<file path="config.mk">
export PLATFORM = sky130hd
export DESIGN_NAME = sprite_flipbook_sequencer_unit
export DESIGN_NICKNAME = d
export VERILOG_FILES = /design/src/rtl/sfs_pkg.sv /design/src/rtl/sprite_flipbook_sequencer_unit.sv
export SDC_FILE = /design/constraint.sdc
export NUM_CORES = 1
export LEC_CHECK = 0
export BUFFER_PORTS_ARGS = -buffer_cell sky130_fd_sc_hd__buf_2
export CAP_MARGIN = 20
export CORE_ASPECT_RATIO = 1.75
export CORE_MARGIN = 3
export CORE_UTILIZATION = 62
export DETAILED_ROUTE_END_ITERATION = 16
export GPL_ROUTABILITY_DRIVEN = 1
export HOLD_SLACK_MARGIN = 0.15
export PLACE_DENSITY = 0.82
export SLEW_MARGIN = 20
export SYNTH_ARGS = -nofsm -noshare
export SYNTH_HDL_FRONTEND = slang
export SYNTH_SLANG_ARGS = --single-unit
export TNS_END_PERCENT = 1
</file>
<file path="constraint.sdc">
create_clock -name clk -period 6 [get_ports clk]
set_clock_uncertainty 0.1 [all_clocks]
set_input_delay 1.2 -clock clk [delete_from_list [all_inputs] [get_ports clk]]
set_output_delay 1.2 -clock clk [all_outputs]
set_load 0.01 [all_outputs]
</file>
<file path="src/rtl/sfs_pkg.sv">
// Package for the sprite flipbook sequencer: widths, codes and register indexes.
package sfs_pkg;

  localparam int TILE_W   = 16;
  localparam int TIME_W   = 16;
  localparam int PERIOD_W = 32;
  localparam int TIMER_W  = 33;
  localparam int MODE_W   = 3;
  localparam int ACTION_W = 2;
  localparam int CFG_IDX_W  = 3;
  localparam int CFG_DATA_W = 32;

  // Playback modes
  typedef enum logic [MODE_W-1:0] {
    MODE_NONE      = 3'd0,
    MODE_ONCE_FWD  = 3'd1,
    MODE_ONCE_BACK = 3'd2,
    MODE_LOOP_FWD  = 3'd3,
    MODE_LOOP_BACK = 3'd4,
    MODE_PINGPONG  = 3'd5
  } mode_t;

  // Item actions
  typedef enum logic [ACTION_W-1:0] {
    ACT_TICK    = 2'd0,
    ACT_PLAY    = 2'd1,
    ACT_ENABLE  = 2'd2,
    ACT_DISABLE = 2'd3
  } action_t;

  // Configuration register indexes
  localparam logic [CFG_IDX_W-1:0] REG_PLAYBACK_MODE = 3'd0;
  localparam logic [CFG_IDX_W-1:0] REG_START_TILE    = 3'd1;
  localparam logic [CFG_IDX_W-1:0] REG_END_TILE      = 3'd2;
  localparam logic [CFG_IDX_W-1:0] REG_FRAME_PERIOD  = 3'd3;
  localparam logic [CFG_IDX_W-1:0] REG_TILE_COUNT    = 3'd4;
  localparam logic [CFG_IDX_W-1:0] REG_TILES_PER_ROW = 3'd5;

endpackage

</file>
<file path="src/rtl/sprite_flipbook_sequencer_unit.sv">
// Sprite flipbook sequencer: tile animation control with a bit-serial divider.
//
// Usage: each transfer on the in_ channel carries one action (tick, play,
// enable, disable) and an elapsed time used by ticks. Every item yields exactly
// one transfer on the out_ channel: the tile shown when the item arrived, its
// column and row in the sheet, and the visible, anim_finished and playing flags.
// The cfg_ channel writes the six registers; cfg_ready is always high. Mode,
// start, end and period take effect at the next play item; tile count and
// tiles per row are used live.
// The column and row come from a restoring divider that retires one quotient
// bit per cycle; the timer add and then the frame step run while it works.
// One item is in flight at a time: a new item is accepted only once the last
// result has moved to the output register.
// A stalled receiver holds the result in the output register; the next item is
// accepted meanwhile, and its result waits until the held one is taken.
// Reset (synchronous, rst_n low) returns the registers to their defaults,
// tile 0, mode none, sprite enabled, and leaves out_valid low.
module sprite_flipbook_sequencer_unit (
  input  logic                               clk,
  input  logic                               rst_n,
  // input items
  input  logic                               in_valid,
  output logic                               in_ready,
  input  logic [sfs_pkg::ACTION_W-1:0]       in_action,
  input  logic [sfs_pkg::TIME_W-1:0]         in_elapsed,
  // results
  output logic                               out_valid,
  input  logic                               out_ready,
  output logic [sfs_pkg::TILE_W-1:0]         out_shown_tile,
  output logic [sfs_pkg::TILE_W-1:0]         out_tile_column,
  output logic [sfs_pkg::TILE_W-1:0]         out_tile_row,
  output logic                               out_visible,
  output logic                               out_anim_finished,
  output logic                               out_playing,
  // configuration writes
  input  logic                               cfg_valid,
  output logic                               cfg_ready,
  input  logic [sfs_pkg::CFG_IDX_W-1:0]      cfg_index,
  input  logic [sfs_pkg::CFG_DATA_W-1:0]     cfg_data
);

  localparam int TW = sfs_pkg::TILE_W;
  localparam int CW = $clog2(TW);

  typedef enum logic [1:0] {
    ST_IDLE,
    ST_DIV,
    ST_DONE
  } state_t;

  // Control state
  state_t                        state_r, state_nxt;
  logic [CW-1:0]                 cnt_r, cnt_nxt;
  logic                          out_valid_r, out_valid_nxt;

  // Configuration registers
  logic [sfs_pkg::MODE_W-1:0]    playback_mode_r, playback_mode_nxt;
  logic [TW-1:0]                 start_tile_r, start_tile_nxt;
  logic [TW-1:0]                 end_tile_r, end_tile_nxt;
  logic [sfs_pkg::PERIOD_W-1:0]  frame_period_r, frame_period_nxt;
  logic [TW-1:0]                 tile_count_r, tile_count_nxt;
  logic [TW-1:0]                 tiles_per_row_r, tiles_per_row_nxt;

  // Animation state
  logic [TW-1:0]                 current_tile_r, current_tile_nxt;
  logic [sfs_pkg::TIMER_W-1:0]   frame_timer_r, frame_timer_nxt;
  sfs_pkg::mode_t                active_mode_r, active_mode_nxt;
  logic                          going_back_r, going_back_nxt;
  logic                          sprite_en_r, sprite_en_nxt;
  logic                          done_armed_r, done_armed_nxt;
  logic [TW-1:0]                 lat_start_r, lat_start_nxt;
  logic [TW-1:0]                 lat_end_r, lat_end_nxt;
  logic [sfs_pkg::PERIOD_W-1:0]  lat_period_r, lat_period_nxt;

  // Item and divider working registers
  logic                          tick_go_r, tick_go_nxt;
  logic                          done_r, done_nxt;
  logic [sfs_pkg::TIME_W-1:0]    elapsed_r, elapsed_nxt;
  logic [TW-1:0]                 shown_r, shown_nxt;
  logic [TW-1:0]                 rem_r, rem_nxt;
  logic [TW-1:0]                 quo_r, quo_nxt;
  logic [TW-1:0]                 divisor_r, divisor_nxt;

  // Output payload registers
  logic [TW-1:0]                 o_shown_r, o_shown_nxt;
  logic [TW-1:0]                 o_col_r, o_col_nxt;
  logic [TW-1:0]                 o_row_r, o_row_nxt;
  logic                          o_vis_r, o_vis_nxt;
  logic                          o_done_r, o_done_nxt;
  logic                          o_play_r, o_play_nxt;

  // Datapath intermediates
  logic                          in_xfer;
  logic                          cfg_xfer;
  logic                          out_free;
  logic [TW:0]                   div_sh;
  logic [TW:0]                   div_diff;
  logic                          div_ge;
  logic [sfs_pkg::TIMER_W:0]     timer_sum;
  logic                          timer_hit;
  logic                          at_end;
  logic                          step_neg;
  logic [TW:0]                   step_val;
  logic [TW-1:0]                 step_tile;

  assign in_ready  = (state_r == ST_IDLE);
  assign cfg_ready = 1'b1;
  assign in_xfer   = in_valid && in_ready;
  assign cfg_xfer  = cfg_valid && cfg_ready;
  assign out_free  = !out_valid_r || out_ready;

  assign out_valid          = out_valid_r;
  assign out_shown_tile     = o_shown_r;
  assign out_tile_column    = o_col_r;
  assign out_tile_row       = o_row_r;
  assign out_visible        = o_vis_r;
  assign out_anim_finished  = o_done_r;
  assign out_playing        = o_play_r;

  // Restoring divider step for both column and row: one quotient bit per cycle
  assign div_sh   = {rem_r, quo_r[TW-1]};
  assign div_ge   = (div_sh >= {1'b0, divisor_r});
  assign div_diff = div_sh - {1'b0, divisor_r};

  // Saturating timer accumulate and period compare
  assign timer_sum = {1'b0, frame_timer_r} + {{(sfs_pkg::TIMER_W + 1 - sfs_pkg::TIME_W){1'b0}},
                                              elapsed_r};
  assign timer_hit = (frame_timer_r >= {1'b0, lat_period_r});
  assign at_end    = (current_tile_r == lat_end_r);

  // Next tile by the active mode, before wrapping
  always_comb begin
    step_neg = 1'b0;
    step_val = {1'b0, current_tile_r};
    unique case (active_mode_r)
      sfs_pkg::MODE_ONCE_FWD: begin
        if (!at_end) step_val = {1'b0, current_tile_r} + 1'b1;
      end
      sfs_pkg::MODE_ONCE_BACK: begin
        if (!at_end) begin
          step_neg = (current_tile_r == '0);
          step_val = {1'b0, current_tile_r} - 1'b1;
        end
      end
      sfs_pkg::MODE_LOOP_FWD: begin
        if (at_end) step_val = {1'b0, lat_start_r};
        else        step_val = {1'b0, current_tile_r} + 1'b1;
      end
      sfs_pkg::MODE_LOOP_BACK: begin
        if (at_end) begin
          step_val = {1'b0, lat_start_r};
        end else begin
          step_neg = (current_tile_r == '0);
          step_val = {1'b0, current_tile_r} - 1'b1;
        end
      end
      sfs_pkg::MODE_PINGPONG: begin
        if (going_back_r) begin
          step_neg = (current_tile_r == '0);
          step_val = {1'b0, current_tile_r} - 1'b1;
        end else begin
          step_val = {1'b0, current_tile_r} + 1'b1;
        end
      end
      default: ;
    endcase
    // Wrap over the tile count
    if (step_neg)                               step_tile = tile_count_r - 1'b1;
    else if (step_val >= {1'b0, tile_count_r})  step_tile = '0;
    else                                        step_tile = step_val[TW-1:0];
  end

  // Sequencer and next-state logic
  always_comb begin
    state_nxt         = state_r;
    cnt_nxt           = cnt_r;
    out_valid_nxt     = out_valid_r;
    playback_mode_nxt = playback_mode_r;
    start_tile_nxt    = start_tile_r;
    end_tile_nxt      = end_tile_r;
    frame_period_nxt  = frame_period_r;
    tile_count_nxt    = tile_count_r;
    tiles_per_row_nxt = tiles_per_row_r;
    current_tile_nxt  = current_tile_r;
    frame_timer_nxt   = frame_timer_r;
    active_mode_nxt   = active_mode_r;
    going_back_nxt    = going_back_r;
    sprite_en_nxt     = sprite_en_r;
    done_armed_nxt    = done_armed_r;
    lat_start_nxt     = lat_start_r;
    lat_end_nxt       = lat_end_r;
    lat_period_nxt    = lat_period_r;
    tick_go_nxt       = tick_go_r;
    done_nxt          = done_r;
    elapsed_nxt       = elapsed_r;
    shown_nxt         = shown_r;
    rem_nxt           = rem_r;
    quo_nxt           = quo_r;
    divisor_nxt       = divisor_r;
    o_shown_nxt       = o_shown_r;
    o_col_nxt         = o_col_r;
    o_row_nxt         = o_row_r;
    o_vis_nxt         = o_vis_r;
    o_done_nxt        = o_done_r;
    o_play_nxt        = o_play_r;

    // Drop out_valid once the result is taken
    if (out_valid_r && out_ready) out_valid_nxt = 1'b0;

    // Register writes
    if (cfg_xfer) begin
      unique case (cfg_index)
        sfs_pkg::REG_PLAYBACK_MODE: playback_mode_nxt = cfg_data[sfs_pkg::MODE_W-1:0];
        sfs_pkg::REG_START_TILE:    start_tile_nxt    = cfg_data[TW-1:0];
        sfs_pkg::REG_END_TILE:      end_tile_nxt      = cfg_data[TW-1:0];
        sfs_pkg::REG_FRAME_PERIOD:  frame_period_nxt  = cfg_data[sfs_pkg::PERIOD_W-1:0];
        sfs_pkg::REG_TILE_COUNT:    tile_count_nxt    = cfg_data[TW-1:0];
        sfs_pkg::REG_TILES_PER_ROW: tiles_per_row_nxt = cfg_data[TW-1:0];
        default: ;
      endcase
    end

    unique case (state_r)
      ST_IDLE: begin
        if (in_xfer) begin
          // Capture the shown tile and load the divider
          shown_nxt   = current_tile_r;
          quo_nxt     = current_tile_r;
          rem_nxt     = '0;
          divisor_nxt = tiles_per_row_r;
          elapsed_nxt = in_elapsed;
          tick_go_nxt = 1'b0;
          done_nxt    = 1'b0;
          cnt_nxt     = '0;
          state_nxt   = ST_DIV;
          unique case (sfs_pkg::action_t'(in_action))
            sfs_pkg::ACT_TICK: begin
              if (sprite_en_r) begin
                tick_go_nxt = 1'b1;
                // Stop a once mode that sits on its end tile
                if ((active_mode_r == sfs_pkg::MODE_ONCE_FWD ||
                     active_mode_r == sfs_pkg::MODE_ONCE_BACK) && at_end) begin
                  active_mode_nxt = sfs_pkg::MODE_NONE;
                  if (done_armed_r) begin
                    done_nxt       = 1'b1;
                    done_armed_nxt = 1'b0;
                  end
                end
              end
            end
            sfs_pkg::ACT_PLAY: begin
              if (playback_mode_r <= sfs_pkg::MODE_PINGPONG)
                active_mode_nxt = sfs_pkg::mode_t'(playback_mode_r);
              else
                active_mode_nxt = sfs_pkg::MODE_NONE;
              lat_start_nxt    = start_tile_r;
              lat_end_nxt      = end_tile_r;
              lat_period_nxt   = frame_period_r;
              current_tile_nxt = start_tile_r;
              going_back_nxt   = 1'b0;
              frame_timer_nxt  = '0;
              done_armed_nxt   = 1'b1;
            end
            sfs_pkg::ACT_ENABLE:  sprite_en_nxt = 1'b1;
            sfs_pkg::ACT_DISABLE: sprite_en_nxt = 1'b0;
            default: ;
          endcase
        end
      end

      ST_DIV: begin
        rem_nxt = div_ge ? div_diff[TW-1:0] : div_sh[TW-1:0];
        quo_nxt = {quo_r[TW-2:0], div_ge};
        cnt_nxt = cnt_r + 1'b1;
        // Accumulate elapsed time on the first divider step
        if (cnt_r == CW'(0) && tick_go_r && active_mode_r != sfs_pkg::MODE_NONE) begin
          if (timer_sum[sfs_pkg::TIMER_W]) frame_timer_nxt = '1;
          else                             frame_timer_nxt = timer_sum[sfs_pkg::TIMER_W-1:0];
        end
        // Advance one frame on the second divider step
        if (cnt_r == CW'(1) && tick_go_r && active_mode_r != sfs_pkg::MODE_NONE &&
            timer_hit) begin
          frame_timer_nxt  = frame_timer_r - {1'b0, lat_period_r};
          current_tile_nxt = step_tile;
          if (active_mode_r == sfs_pkg::MODE_PINGPONG &&
              (step_tile == lat_start_r || step_tile == lat_end_r))
            going_back_nxt = !going_back_r;
        end
        if (cnt_r == CW'(TW - 1)) state_nxt = ST_DONE;
      end

      ST_DONE: begin
        // Hold until the output register is free
        if (out_free) begin
          o_shown_nxt   = shown_r;
          o_col_nxt     = rem_r;
          o_row_nxt     = quo_r;
          o_vis_nxt     = tick_go_r;
          o_done_nxt    = done_r;
          o_play_nxt    = (active_mode_r != sfs_pkg::MODE_NONE);
          out_valid_nxt = 1'b1;
          state_nxt     = ST_IDLE;
        end
      end

      default: state_nxt = ST_IDLE;
    endcase
  end

  // State and registered outputs
  always_ff @(posedge clk) begin
    if (!rst_n) begin
      state_r         <= ST_IDLE;
      cnt_r           <= '0;
      out_valid_r     <= 1'b0;
      playback_mode_r <= sfs_pkg::MODE_NONE;
      start_tile_r    <= '0;
      end_tile_r      <= '0;
      frame_period_r  <= '0;
      tile_count_r    <= TW'(1);
      tiles_per_row_r <= TW'(1);
      current_tile_r  <= '0;
      frame_timer_r   <= '0;
      active_mode_r   <= sfs_pkg::MODE_NONE;
      going_back_r    <= 1'b0;
      sprite_en_r     <= 1'b1;
      done_armed_r    <= 1'b0;
      lat_start_r     <= '0;
      lat_end_r       <= '0;
      lat_period_r    <= '0;
    end else begin
      state_r         <= state_nxt;
      cnt_r           <= cnt_nxt;
      out_valid_r     <= out_valid_nxt;
      playback_mode_r <= playback_mode_nxt;
      start_tile_r    <= start_tile_nxt;
      end_tile_r      <= end_tile_nxt;
      frame_period_r  <= frame_period_nxt;
      tile_count_r    <= tile_count_nxt;
      tiles_per_row_r <= tiles_per_row_nxt;
      current_tile_r  <= current_tile_nxt;
      frame_timer_r   <= frame_timer_nxt;
      active_mode_r   <= active_mode_nxt;
      going_back_r    <= going_back_nxt;
      sprite_en_r     <= sprite_en_nxt;
      done_armed_r    <= done_armed_nxt;
      lat_start_r     <= lat_start_nxt;
      lat_end_r       <= lat_end_nxt;
      lat_period_r    <= lat_period_nxt;
      tick_go_r       <= tick_go_nxt;
      done_r          <= done_nxt;
      elapsed_r       <= elapsed_nxt;
      shown_r         <= shown_nxt;
      rem_r           <= rem_nxt;
      quo_r           <= quo_nxt;
      divisor_r       <= divisor_nxt;
      o_shown_r       <= o_shown_nxt;
      o_col_r         <= o_col_nxt;
      o_row_r         <= o_row_nxt;
      o_vis_r         <= o_vis_nxt;
      o_done_r        <= o_done_nxt;
      o_play_r        <= o_play_nxt;
    end
  end

endmodule
</file>
==> results of run 1 <==
[state kept, by name, indices dropped and copies added (netlist names), 2 cells and up]
signal           cells
active_mode_r        3
cnt_r                4
current_tile_r      16
divisor_r           16
elapsed_r           16
end_tile_r          16
frame_period_r      32
frame_timer_r       33
lat_end_r           16
lat_period_r        32
lat_start_r         16
out_shown_tile      16
out_tile_column     16
out_tile_row        16
playback_mode_r      3
quo_r               16
rem_r               16
shown_r             16
start_tile_r        16
state_r              2
tile_count_r        16
tiles_per_row_r     16
[cell families (layout without fill, tap and decap cells)]
logic type                 Yosys count  in the layout
DFF                                358            358
xor gates and xnor gates           110            110
other                                1              2
buffers and inverters              269            405
and+or+nand+nor                    876            876
adders and majority gates           90             90
AOI/OAI and AO/OA                  651            651
muxes                               27             27
[how the worst max path moves through the flow]
stage                                   startpoint                        end  slack, ps  cells after the start
finish              current_tile_r[6]$_SDFFE_PN0P_  going_back_r$_SDFFE_PN0P_        360                     19
floorplan           current_tile_r[9]$_SDFFE_PN0P_  going_back_r$_SDFFE_PN0P_       1070                     23
CTS                     lat_end_r[11]$_SDFFE_PN0P_  going_back_r$_SDFFE_PN0P_        390                     22
global placement    current_tile_r[6]$_SDFFE_PN0P_  going_back_r$_SDFFE_PN0P_        490                     19
global route        current_tile_r[0]$_SDFFE_PN0P_  going_back_r$_SDFFE_PN0P_         40                     22
detailed placement       lat_end_r[8]$_SDFFE_PN0P_  going_back_r$_SDFFE_PN0P_        450                     22
[worst max-delay path, delay by kind of cell, from the launching register on]
family | cells | cell delay (ps)
buffers and inverters | 2 | 360
muxes | 3 | 550
and+or+nand+nor | 5 | 2280
xor gates and xnor gates | 1 | 70
DFF | 1 | 320
adders and majority gates | 1 | 210
AOI/OAI and AO/OA | 7 | 1680
[through the flow]
step                total power, mW  instance area [sq um]  hold WS, ps
CTS                            5.69                  23000          315
finish                         5.71                  23000          315
global placement               3.45                  21800          302
global route                   5.86                  23000          324
detailed placement             3.47                  21800          306
floorplan                      3.17                  20600          300
[power breakdown]
part | total [mW] | switching (mW) | leakage [nW] | internal (mW)
logic | 0.842 | 0.515 | 5.26 | 0.327
registers | 2.61 | 0.0368 | 3.06 | 2.57
clock network | 2.26 | 0.995 | 0.583 | 1.26
total | 5.71 | 1.55 | 8.90 | 4.16
[placed cells by master, fill, tap and decap left out, types with 16 or more instances in the layout]
| cell type | synthesis | routed |
|---|---|---|
| nor2_1 | 125 | 123 |
| edfxtp_1 | 133 | 133 |
| a21boi_0 | 167 | 167 |
| o221ai_1 | 24 | 24 |
| nand2_1 | 480 | 479 |
| o211ai_1 | 27 | 27 |
| nand3_1 | 56 | 56 |
| a21o_1 | 26 | 26 |
| buf_2 | 12 | 109 |
| nor2b_1 | 27 | 25 |
| inv_1 | 124 | 124 |
| ha_1 | 86 | 86 |
| a21oi_1 | 122 | 122 |
| xor2_1 | 41 | 41 |
| nor3_1 | 50 | 50 |
| nand4_1 | 21 | 21 |
| buf_4 | 3 | 106 |
| a211oi_1 | 19 | 19 |
| o21ai_0 | 79 | 79 |
| xnor2_1 | 66 | 66 |
| nand2b_1 | 17 | 16 |
| dfxtp_1 | 225 | 225 |
| mux2i_1 | 27 | 27 |
| clkbuf_16 | 0 | 36 |
| a21boi_1 | 28 | 28 |
[cell type report]
class | instances | area (sq um) | share of cell area (%)
sequential | 358 | 8500 | 36.9
clock buffer | 48 | 1030 | 4.46
inverter | 125 | 469 | 2.04
clock inverter | 16 | 151 | 0.658
tap | 400 | 500 | 2.17
timing repair buffer | 216 | 1360 | 5.91
multi-input combinational | 1755 | 11000 | 47.8
antenna | 1 | 2.50 | 0.0109
[per-layer routing]
metal | wire length (um) | track usage (%)
met2 | 35700 | 70.1
met5 | 0 | 0
met4 | 8180 | 35.1
met3 | 5340 | 6.73
met1 | 22900 | 40.8
[what timing repair did]
action / in CTS / in global routing
resized for setup: 0 / 2
endpoints found under the setup margin: 0 / 1
buffers inserted: 0 / 1
==> qor.yml, run 1 <==
floorplan:
  io_pins: 112
  die_h_um: 247
  dieArea_sq_mm: 0.0355
  placementRows: 87
  dieWidth_um: 144
  core_sq_mm: 0.0324
  start_util_pct: 63.4
routing:
  first_pass_iters: 8
  post_drt_wl_per_cell_um: 24.7
  wl_um: 72100
  drcViolationCount: 0
  dr.first_iter.drc_count: 1486
  vias: 19000
  drtAntennaViolNets: 0
  via_per_inst: 6.52
cts:
  cts_hold_buf: 0
  cts_sinks: 358
  clk_latency_ps: 560
  cts_tree: "yes"
  cts_buffers: 35
  h-tree-depth: 2
  clk_path_buf_depth: 3
  clkTransAtPathRegs_ps: 70
  cts_root_buf: "clkbuf_16"
synth:
  synth_xor_area_share_pct: 4.79
  yosysMostFrequentCell: "nand2_1"
  ys_async_sr_fraction_pct: 0
  syn_nets: 2529
  synthesis.area_sq_mm: 0.0206
  synth_seq_area_share_pct: 41.3
  yosysWarnings: 0
  synth_cell_types: 103
  synth_common_cells: "480 x nand2_1, 225 x dfxtp_1, 167 x a21boi_0, 133 x edfxtp_1, 125 x nor2_1"
  netlist_instances: 2382
  synth-edff-count: 133
  synth_ff_type: "dfxtp_1"
  synth_top_area_share_pct: 21.9
  yosysTopAreaCell: "dfxtp_1"
  synth_top_family_by_area: "compound AO/OA/AOI/OAI gates"
  synthMuxAreaShare_pct: 1.31
  postSynthAreaPerCell_sq_um: 8.64
  synth_compound_area_share_pct: 22.2
  synthTopCellsByArea: "dfxtp_1 22%, edfxtp_1 19%, nand2_1 8.8%, a21boi_0 6.1%, ha_1 5.2%"
  synthSimpleGateAreaFrac_pct: 19.5
  synth-adder-area-share_pct: 5.57
  ys_ff_latch: 358
run:
  maxCapViolCount: 0
min_path:
  worstHoldStart: "shown_r[13]$_DFFE_PP_"
  min_path_type: "flip-flop to flip-flop"
  min_to: "out_shown_tile[13]$_DFFE_PP_"
  hold_path_depth: 0
placed_design:
  place_worst_setup_slack_ps: 451
  placed_cells: 2853
  gp_congestion: 1.11
  hpwlAfterDp_um: 53500
  io_buffers: 110
setup_path:
  rr_worst_depth: 19
  timing.critical_path.mode_cell: "mux2i_1"
  worst-path-max-fanout: 15
  critPathMaxStageDelay_ps: 710
  cp_slowest_cell: "nor3_1"
  required_ps: 6390
  crit_chain: "buf_4 -> or4_1 -> nor3_1 -> mux2i_1 -> mux2i_1 -> a211oi_2 -> inv_1 -> ha_1 -> a2111oi_0 -> o21ai_0 -> a22o_1 -> nor2_2 -> a31o_2 -> xnor2_1 -> or4_1 -> nor4_1 -> a31oi_1 -> mux2i_1 -> o22ai_1"
  regToRegStartpoint: "current_tile_r[6]$_SDFFE_PN0P_"
  ff2ff_setup_slack_ps: 360
  r2r-end: "going_back_r$_SDFFE_PN0P_"
  worstSetupEndpointType: "flip-flop"
  crit_arrival_ps: 6020
  start_kind: "flip-flop"
  crit_type: "flip-flop to flip-flop"
timing:
  maxSlewViolCount: 0
  grt_setup_unrepaired: "false"
  slew_headroom_pct: 28.1
  tightest_slew_ps: 1070
  fmax_mhz: 177
  timing.final.crit_share_pct: 94.0
  period_needed_ps: 5640
  worst_slack_ps: 363
  finalHoldViolCount: 0
  finalSetupViolCount: 0
  tns_ps: 0
cells_and_area:
  nFillCells: 2451
  fin_nets: 2638
  utilization_pct: 71.0
  area_growth_pct: 11.8
  drive_above_1_share_pct: 12.9
  final_cells: 2919
global_route:
  grt_start_max_net_pins: 118
  grt_overflow_total: 0
  grt_util_all_layers_pct: 40.3
  grt_pass1_vias: 19000
  grt_pass1_wl_um: 109000
  antenna_found_initial: 0
power_and_ir_drop:
  ir_drop_uv: 256
  p_leak_nw: 8.90
  powerDensity_mw_per_mm2: 248
run_status:
  status: "completed"
Note: power is estimated with default switching activity, not from simulation.
==> inputs of run 2 (changes only) <==
--- a/config.mk
+++ b/config.mk
@@ -13,6 +13,7 @@
 export DETAILED_ROUTE_END_ITERATION = 16
 export GPL_ROUTABILITY_DRIVEN = 1
 export HOLD_SLACK_MARGIN = 0.15
+export MAX_ROUTING_LAYER = met4
 export PLACE_DENSITY = 0.82
 export SLEW_MARGIN = 20
 export SYNTH_ARGS = -nofsm -noshare
==> qor.yml, run 2 (synthesis results as in run 1) <==
run_status:
  status: "completed"  # unchanged
placed_design:
  io_buffers: 110  # unchanged
  gp_congestion: 1.13  # was 1.11
  hpwlAfterDp_um: 55500  # was 53,500 um
  placed_cells: 2861  # was 2,853
min_path:
  min_to: "out_shown_tile[10]$_DFFE_PP_"  # was out_shown_tile[13]$_DFFE_PP_
  worstHoldStart: "shown_r[10]$_DFFE_PP_"  # was shown_r[13]$_DFFE_PP_
  min_path_type: "flip-flop to flip-flop"  # unchanged
  hold_path_depth: 0  # unchanged
routing:
  vias: 19400  # was 19,000
  via_per_inst: 6.62  # was 6.52
  dr.first_iter.drc_count: 1703  # was 1,486
  first_pass_iters: 7  # was 8
  wl_um: 75300  # was 72,100 um
  post_drt_wl_per_cell_um: 25.8  # was 24.7 um
  drtAntennaViolNets: 0  # unchanged
  drcViolationCount: 0  # unchanged
timing:
  timing.final.crit_share_pct: 94.1  # was 94.0%
  tns_ps: 0  # unchanged
  tightest_slew_ps: 1140  # was 1070 ps
  maxSlewViolCount: 0  # unchanged
  finalSetupViolCount: 0  # unchanged
  grt_setup_unrepaired: "false"  # unchanged
  period_needed_ps: 5650  # was 5640 ps
  finalHoldViolCount: 0  # unchanged
  fmax_mhz: 177  # about the same
  slew_headroom_pct: 23.6  # was 28.1%
power_and_ir_drop:
  powerDensity_mw_per_mm2: 245  # was 248 mW/mm^2
  pwr-share-clk_pct: 38.1  # was 39.5%
  internal-power_mw: 4.09  # was 4.16 mW
  power.share.sequential_pct: 46.4  # was 45.7%
  ir_drop_uv: 279  # was 256 uV
  p_leak_nw: 8.88  # was 8.90 nW
  p_sw_share_pct: 27.5  # was 27.1%
  power_frac_comb_pct: 15.5  # was 14.8%
  p_sw_mw: 1.55  # about the same
setup_path:
  regToRegStartpoint: "active_mode_r[2]$_SDFFE_PN0P_"  # was current_tile_r[6]$_SDFFE_PN0P_
  start_kind: "flip-flop"  # unchanged
  crit_type: "flip-flop to flip-flop"  # unchanged
  ff2ff_setup_slack_ps: 350  # was 360 ps
  r2r-end: "going_back_r$_SDFFE_PN0P_"  # unchanged
  critPathMaxStageDelay_ps: 840  # was 710 ps
  rr_worst_depth: 23  # was 19
  worst-path-max-fanout: 13  # was 15
  cp_slowest_cell: "nor3_1"  # unchanged
  worstSetupEndpointType: "flip-flop"  # unchanged
  crit_arrival_ps: 5970  # was 6020 ps
  crit_chain: "nor3_1 -> inv_1 -> nand2_1 -> o21ai_0 -> a32oi_1 -> o2bb2ai_1 -> a221oi_2 -> inv_1 -> ha_1 -> a2111oi_0 -> o21ai_0 -> a22o_1 -> buf_4 -> nor3_1 -> buf_4 -> nor2b_1 -> nor3_1 -> a21oi_1 -> buf_4 -> nor4_4 -> a31oi_1 -> mux2i_1 -> o22ai_1"  # was buf_4 -> or4_1 -> nor3_1 -> mux2i_1 -> mux2i_1 -> a211oi_2 -> inv_1 -> ha_1 -> a2111oi_0 -> o21ai_0 -> a22o_1 -> nor2_2 -> a31o_2 -> xnor2_1 -> or4_1 -> nor4_1 -> a31oi_1 -> mux2i_1 -> o22ai_1
  required_ps: 6320  # was 6390 ps
cts:
  cts_buffers: 34  # was 35
  clk_latency_ps: 550  # was 560 ps
  cts_tree: "yes"  # unchanged
  clkTransAtPathRegs_ps: 70  # about the same
  cts_root_buf: "clkbuf_16"  # unchanged
  clk_path_buf_depth: 3  # unchanged
  h-tree-depth: 2  # unchanged
  cts_sinks: 358  # unchanged
  cts_hold_buf: 0  # unchanged
cells_and_area:
  layout_common_cells: "479 x nand2_1, 225 x dfxtp_1, 167 x a21boi_0"  # unchanged
  area_growth_pct: 11.6  # was 11.8%
  regMostFlops: "frame_timer_r"  # unchanged
  largest_reg_flops: 33  # unchanged
  fin_nets: 2644  # was 2,638
  drive_above_1_share_pct: 12.7  # was 12.9%
  final_cells: 2922  # was 2,919
  final_common_cell: "nand2_1"  # unchanged
  top_regs: "frame_timer_r: 33 flops, frame_period_r: 32 flops, lat_period_r: 32 flops"  # unchanged
floorplan:
  dieWidth_um: 144  # unchanged
  placementRows: 87  # unchanged
  core_sq_mm: 0.0324  # unchanged
  start_util_pct: 63.4  # unchanged
  io_pins: 112  # unchanged
  die_h_um: 247  # unchanged
  dieArea_sq_mm: 0.0355  # unchanged
global_route:
  grt_pass1_wl_um: 113000  # was 109,000 um
  grt_overflow_total: 0  # unchanged
  grt_pass1_vias: 19200  # was 19,000
  grt_util_all_layers_pct: 43.4  # was 40.3%
  antenna_found_initial: 1  # was 0
  grt_start_max_net_pins: 122  # was 118
run:
  maxCapViolCount: 0  # unchanged
==> run 2: cell count changes in the layout (fill, tap and decap cells not counted), moves of 2 or more <==
cell / before / now
buf_4: 106 / 113
clkbuf_8: 8 / 2
clkbuf_1: 4 / 9
clkbuf_16: 36 / 34
clkinv_2: 6 / 4
inv_1: 124 / 126
==> run 2: routing by layer <==
metal | GRT usage (%) | share of wire, % | wire, um
met2 | 73.6 | 50 | 37800
met5 | - | 0 | 0
met1 | 43.1 | 32 | 23900
met4 | 35.6 | 11 | 8110
met3 | 6.95 | 7.3 | 5490
==> run 2: repair_timing <==
action,in CTS,in global routing
endpoints found under the setup margin,0,1
setup buffers,0,0
resized for setup,0,1
==> run 2: power by group through the flow <==
stage / clock (mW) / combinational (mW) / sequential (mW)
after floorplan: 0 / 0.525 / 2.65
after global placement: 0 / 0.824 / 2.66
after detailed placement: 0 / 0.838 / 2.66
after CTS: 2.15 / 0.847 / 2.61
after global routing: 2.24 / 0.925 / 2.62
final: 2.15 / 0.873 / 2.61
==> run 2: critical path: cells and delay by family, from the launching register on <==
family	cells	cell delay (ps)
AOI/OAI and AO/OA	10	2070
and+or+nand+nor	6	1600
buffers and inverters	5	790
DFF	1	440
adders and majority gates	1	290
muxes	1	220
==> run 2: layout make-up <==
cell class | instances | area [sq um]
clock buffer | 45 | 912
fill | 2316 | 9480
timing repair buffer | 223 | 1410
antenna | 1 | 2.50
clock inverter | 15 | 160
tap | 400 | 500
multi-input combinational | 1755 | 11000
sequential | 358 | 8500
inverter | 125 | 469
==> run 2: worst max path at each step <==
stage / slack [ps] / from / cells past startpoint / endpoint
floorplan: 1070 / current_tile_r[9]$_SDFFE_PN0P_ / 23 / going_back_r$_SDFFE_PN0P_
global placement: 520 / current_tile_r[5]$_SDFFE_PN0P_ / 20 / going_back_r$_SDFFE_PN0P_
detailed placement: 450 / active_mode_r[2]$_SDFFE_PN0P_ / 23 / going_back_r$_SDFFE_PN0P_
CTS: 460 / active_mode_r[2]$_SDFFE_PN0P_ / 23 / going_back_r$_SDFFE_PN0P_
global route: 30 / current_tile_r[1]$_SDFFE_PN0P_ / 22 / going_back_r$_SDFFE_PN0P_
finish: 350 / active_mode_r[2]$_SDFFE_PN0P_ / 23 / going_back_r$_SDFFE_PN0P_
==> run 2: through the flow <==
| step | hold WS, ps | util, % | instance area, sq um | power, mW | setup slack (ps) |
|---|---|---|---|---|---|
| after floorplan | 300 | - | 20600 | 3.17 | 1070 |
| after global placement | 301 | 67.5 | 21900 | 3.49 | 516 |
| after detailed placement | 306 | 67.5 | 21900 | 3.50 | 455 |
| after CTS | 322 | 70.8 | 23000 | 5.61 | 459 |
| after global routing | 324 | 70.8 | 23000 | 5.78 | 34.3 |
| final | 320 | 70.8 | 23000 | 5.63 | 351 |
